===== src/design/hkms_pkg.sv =====
`default_nettype none
package hkms_pkg;
    localparam int BUCKETS = 256;
    localparam int WAYS = 4;
    localparam int BKT_W = (BUCKETS > 1) ? $clog2(BUCKETS) : 1;
    localparam int CNT_W = $clog2(BUCKETS + 1);
    localparam int ROW_W = WAYS * 33;
    localparam int KEY_W = 32;
    localparam int DIV_CNT_W = 6;

    typedef enum logic [1:0] {
        CMD_CONTAINS = 2'd0,
        CMD_ADD      = 2'd1,
        CMD_DELETE   = 2'd2,
        CMD_SPARE    = 2'd3
    } cmd_t;

    typedef enum logic [2:0] {
        ST_CLEAR,
        ST_IDLE,
        ST_DIVIDE,
        ST_READ,
        ST_UPDATE,
        ST_OUTPUT
    } state_t;

    typedef struct packed {
        logic clear_step;
        logic load;
        logic div_step;
        logic read_row;
        logic update;
    } ctrl_t;

    typedef struct packed {
        logic clear_done;
        logic div_done;
    } stat_t;
endpackage
`default_nettype wire


===== src/design/hkms_ctrl.sv =====
`default_nettype none
module hkms_ctrl (
    input  wire logic            clk,
    input  wire logic            rst_n,
    input  wire logic            req_valid,
    output logic                 req_ready,
    output logic                 rsp_valid,
    input  wire logic            rsp_ready,
    input  wire hkms_pkg::stat_t stat,
    output hkms_pkg::ctrl_t      ctrl
);
    hkms_pkg::state_t state_reg, state_next;

    always_ff @(posedge clk or negedge rst_n)
    begin
        if (!rst_n)
        begin
            state_reg <= hkms_pkg::ST_CLEAR;
        end
        else
        begin
            state_reg <= state_next;
        end
    end

    always_comb
    begin
        state_next = state_reg;
        ctrl = '0;
        req_ready = 1'b0;
        rsp_valid = 1'b0;
        case (state_reg)
            hkms_pkg::ST_CLEAR:
            begin
                ctrl.clear_step = 1'b1;
                if (stat.clear_done)
                begin
                    state_next = hkms_pkg::ST_IDLE;
                end
            end
            hkms_pkg::ST_IDLE:
            begin
                req_ready = 1'b1;
                if (req_valid)
                begin
                    ctrl.load = 1'b1;
                    state_next = hkms_pkg::ST_DIVIDE;
                end
            end
            hkms_pkg::ST_DIVIDE:
            begin
                ctrl.div_step = 1'b1;
                if (stat.div_done)
                begin
                    state_next = hkms_pkg::ST_READ;
                end
            end
            hkms_pkg::ST_READ:
            begin
                ctrl.read_row = 1'b1;
                state_next = hkms_pkg::ST_UPDATE;
            end
            hkms_pkg::ST_UPDATE:
            begin
                ctrl.update = 1'b1;
                state_next = hkms_pkg::ST_OUTPUT;
            end
            hkms_pkg::ST_OUTPUT:
            begin
                rsp_valid = 1'b1;
                if (rsp_ready)
                begin
                    state_next = hkms_pkg::ST_IDLE;
                end
            end
            default:
            begin
                state_next = hkms_pkg::ST_IDLE;
            end
        endcase
    end

`ifndef SYNTHESIS
    a_one_side: assert property (@(posedge clk) disable iff (!rst_n)
        !(req_ready && rsp_valid)) else $error("ready while response pending");
    a_div_leaves: assert property (@(posedge clk) disable iff (!rst_n)
        (state_reg == hkms_pkg::ST_READ) |=> (state_reg == hkms_pkg::ST_UPDATE))
        else $error("read not followed by update");
    a_accept_divides: assert property (@(posedge clk) disable iff (!rst_n)
        (req_valid && req_ready) |=> (state_reg == hkms_pkg::ST_DIVIDE))
        else $error("accept did not start divide");
`endif
endmodule
`default_nettype wire


===== config.mk =====
export PLATFORM = sky130hd
export DESIGN_NAME = hkms_ctrl
export DESIGN_NICKNAME = d
export VERILOG_FILES = /design/src/design/hkms_pkg.sv /design/src/design/hkms_ctrl.sv
export SDC_FILE = /design/constraint.sdc
export NUM_CORES = 1
export LEC_CHECK = 0
export ABC_AREA = 1
export BUFFER_PORTS_ARGS = -buffer_cell sky130_fd_sc_hd__buf_2
export CAP_MARGIN = 20
export CORE_AREA = 2 2 39 41
export DETAILED_ROUTE_END_ITERATION = 8
export DIE_AREA = 0 0 41 43
export GPL_TIMING_DRIVEN = 0
export SYNTH_ARGS = -nofsm -noshare
export SYNTH_HDL_FRONTEND = slang
export SYNTH_SLANG_ARGS = --single-unit

===== constraint.sdc =====
create_clock -name clk -period 1.3 [get_ports clk]
set_input_delay 0.195 -clock clk [delete_from_list [all_inputs] [get_ports clk]]
set_output_delay 0.195 -clock clk [all_outputs]
set_load 0.05 [all_outputs]

==> flow_summary.rst <==
.. list-table::
   :header-rows: 1

   * - Metric
     - Value
   * - Clock latency on the worst-skew pair
     - 240 ps
   * - Antenna violation net count after detailed routing
     - 0
   * - Maximum Capacitance Violations
     - 0
   * - Proportion of power drawn by flip-flops and latches
     - between 10% and 20%
   * - Setup repair after global routing missed its margin
     - true
   * - DRC violation count after routing
     - 0
   * - Initial antenna violation count
     - 0
   * - Seq/Total Area, Yosys
     - around a third
   * - Layout overhead on the synthesized area
     - 133%
   * - WL final
     - ~700 um
   * - Placed wire-length estimate
     - 413 um
   * - Startpoint kind of the worst setup timing path
     - register
   * - Final-report setup violation count
     - 6
   * - Synth Cell Area
     - 223 um^2
   * - Comb pwr share
     - 75.1%
   * - Number of global-route vias before repair
     - 305
   * - Horizontal die dimension
     - 41 um
   * - Die span in y
     - between 40 and 50 um
   * - Floorplan die area
     - between 0.0015 and 0.002 mm^2
   * - Post-Place Worst Slack
     - 48.8 ps
   * - Via total after detailed routing
     - 305
   * - Synthesis Warnings
     - 0
   * - Switching power
     - 783 uW
   * - Layout fillers
     - 147
   * - Slack of the critical path
     - -72.7 ps
   * - Fraction of layout cells with a size suffix above 1
     - 65.1%
   * - Vias/cell
     - slightly below 4
   * - Global route overflow
     - 0
   * - Number of distinct library cells after synthesis
     - 12
   * - Summed negative setup slack over all endpoints
     - -251 ps
   * - ANT cells
     - 0
   * - Detailed router's first-iteration violation count
     - 2
   * - Max-slew violation total from the final report
     - 0
   * - Static Leak
     - 0.000275 uW
   * - Max FFs per register
     - 3
   * - Core Footprint
     - 0.00138 mm^2
   * - I/O pin cnt
     - 13
   * - Category of the most critical setup path
     - reg -> out
   * - Synthesized instance count
     - 36
   * - Pwr per Cell Area
     - 2940 mW/mm^2
   * - Fraction of the cycle the final worst path needs
     - 106%
   * - Count of input and output buffers
     - 12
   * - Final weighted congestion in routability-driven placement
     - between 0.6 and 0.7
   * - Maximum clock frequency
     - ~730 MHz
   * - CP max FO
     - 4
   * - Clk Tree Root Cell
     - sky130_fd_sc_hd__clkbuf_4
   * - GRT Overall Usage
     - 9.98%
   * - CTS H-Tree Depth
     - 1
   * - Avg Synthesized Cell Area
     - about 6.2 um^2
   * - Clock edge transition at the registers on the reported setup and hold paths
     - 40 ps
   * - Switching portion of total power
     - 51.2%
   * - Clock Skews
     - 2.64 ps
   * - Violations in the final reports
     - setup timing
   * - Result of the run
     - complete, but fails checks
   * - Worst-case vdd ir drop
     - between 0.6 and 0.7 mV
   * - Min Clock Period, post-route
     - 1370 ps
   * - Critical Path RT
     - ~1100 ps
   * - Arr. time, crit path
     - 1180 ps
   * - Worst slew pin tran
     - 214 ps
   * - Cell Rows
     - 14
   * - CP endpoint kind
     - output port
   * - Final count of hold timing violations
     - 0
   * - Global-route wire length before repair
     - ~1.1 mm
   * - Post-Place Cell Area
     - 324 um^2
   * - Clk network pwr share
     - 11.0%
   * - Number of buffers created by CTS
     - 3
   * - CTS tree
     - built
   * - Iteration count of the initial detailed-routing pass
     - 4
   * - Type of the most critical hold path
     - in -> reg
   * - Cell area after layout
     - 519 um^2
   * - Net count after synthesis
     - 42
   * - Largest net degree at the start of global routing
     - 7
   * - Top library cells by usage in the layout, fill and taps aside
     - 10 x sky130_fd_sc_hd__buf_4, 6 x sky130_fd_sc_hd__inv_1, 5 x sky130_fd_sc_hd__nor2_2, 5 x sky130_fd_sc_hd__nand2_1, 5 x sky130_fd_sc_hd__buf_2
   * - Initial core utilization
     - between 10% and 20%
   * - Relative slew slack
     - between 80% and 90%
   * - Number of flip-flops and latches in the synthesized netlist
     - 3
   * - CTS Buffer Depth
     - 2
   * - # nets final
     - 70
   * - Worst slack on hold paths
     - 223 ps
   * - Clock sinks
     - 3
   * - Most common cell after layout, fill and taps aside
     - sky130_fd_sc_hd__buf_4
   * - Internal power
     - 745 uW
   * - Routed wire per std cell
     - 8.84 um
-- timing repair --
item	in CTS	in global routing
pin swaps	1	5
hold endpoints to repair	3	0
gates resized for setup	16	12
hold buffers	1	0
endpoints found under the setup margin	7	9
gates cloned	0	0
setup buffers	7	5
-- per-layer routing --
| metal | wire length, um | track usage (%) |
|---|---|---|
| met5 | 0 | 0 |
| met4 | 25 | 10.0 |
| met3 | 43 | 3.14 |
| met2 | 381 | 15.3 |
| met1 | 247 | 9.45 |
-- kinds of logic (layout without fill, tap and decap cells) --
logic type | after synthesis | count (layout) | share of synthesized area, %
flops | 3 | 3 | 33.7
compound gates | 1 | 1 | 2.25
simple gates | 22 | 22 | 47.2
buf+inv | 10 | 37 | 16.9
-- Yosys cell counts --
library cell	number	area [um^2]
sky130_fd_sc_hd__nor2_1	9	33.8
sky130_fd_sc_hd__nor3_1	1	5.00
sky130_fd_sc_hd__nand3_2	1	10.0
sky130_fd_sc_hd__o21ai_0	1	5.00
sky130_fd_sc_hd__nor2_2	1	6.26
sky130_fd_sc_hd__inv_2	1	3.75
sky130_fd_sc_hd__dfrtp_1	3	75.1
sky130_fd_sc_hd__nand3_1	2	10.0
sky130_fd_sc_hd__nand3b_1	1	7.51
sky130_fd_sc_hd__nand2_1	6	22.5
sky130_fd_sc_hd__inv_1	9	33.8
sky130_fd_sc_hd__nor3_2	1	10.0
-- critical path, stage by stage, from the launching register on --
cell and delay (ps):
sky130_fd_sc_hd__dfrtp_1 420, sky130_fd_sc_hd__nor2_2 170, sky130_fd_sc_hd__inv_2 70, sky130_fd_sc_hd__nor2_4 130
sky130_fd_sc_hd__buf_8 150
-- stage by stage --
step                      total power, uW  utilization, %  instances
after floorplan                       773               -         36
after global placement                904            23.4         64
after detailed placement              904            23.4         64
after CTS                            1370            33.4         76
after global routing                 1620            37.5         79
final                                1530            37.5         79
-- power groups by stage --
stage | clock network [uW] | logic [uW] | registers, uW
floorplan | 0 | 582 | 191
global placement | 0 | 701 | 203
detailed placement | 0 | 703 | 202
CTS | 177 | 997 | 192
global route | 176 | 1230 | 217
finish | 168 | 1150 | 212
-- path summary, 6_finish.rpt --
path,slack [ps],to,depth (start not counted),startpoint
setup / recovery,-70,ctrl[0],4,state_reg[0]
hold / removal,220,state_reg[2],4,rsp_ready
setup reg to reg,70,state_reg[2],7,state_reg[2]
hold reg to reg,700,state_reg[2],4,state_reg[1]
max in group asynchronous,900,state_reg[2],2,rst_n
min in group asynchronous,280,state_reg[0],2,rst_n
-- layout make-up --
cell class | instances | area (um^2) | area share (%)
Inverter | 10 | 40.0 | 7.71
Timing Repair Buffer | 23 | 200 | 38.6
Multi-Input combinational cell | 23 | 156 | 30.1
Sequential cell | 3 | 76.3 | 14.7
Clock buffer | 4 | 26.3 | 5.06
Tap cell | 16 | 20.0 | 3.86
(Power assumes the default switching activity.)
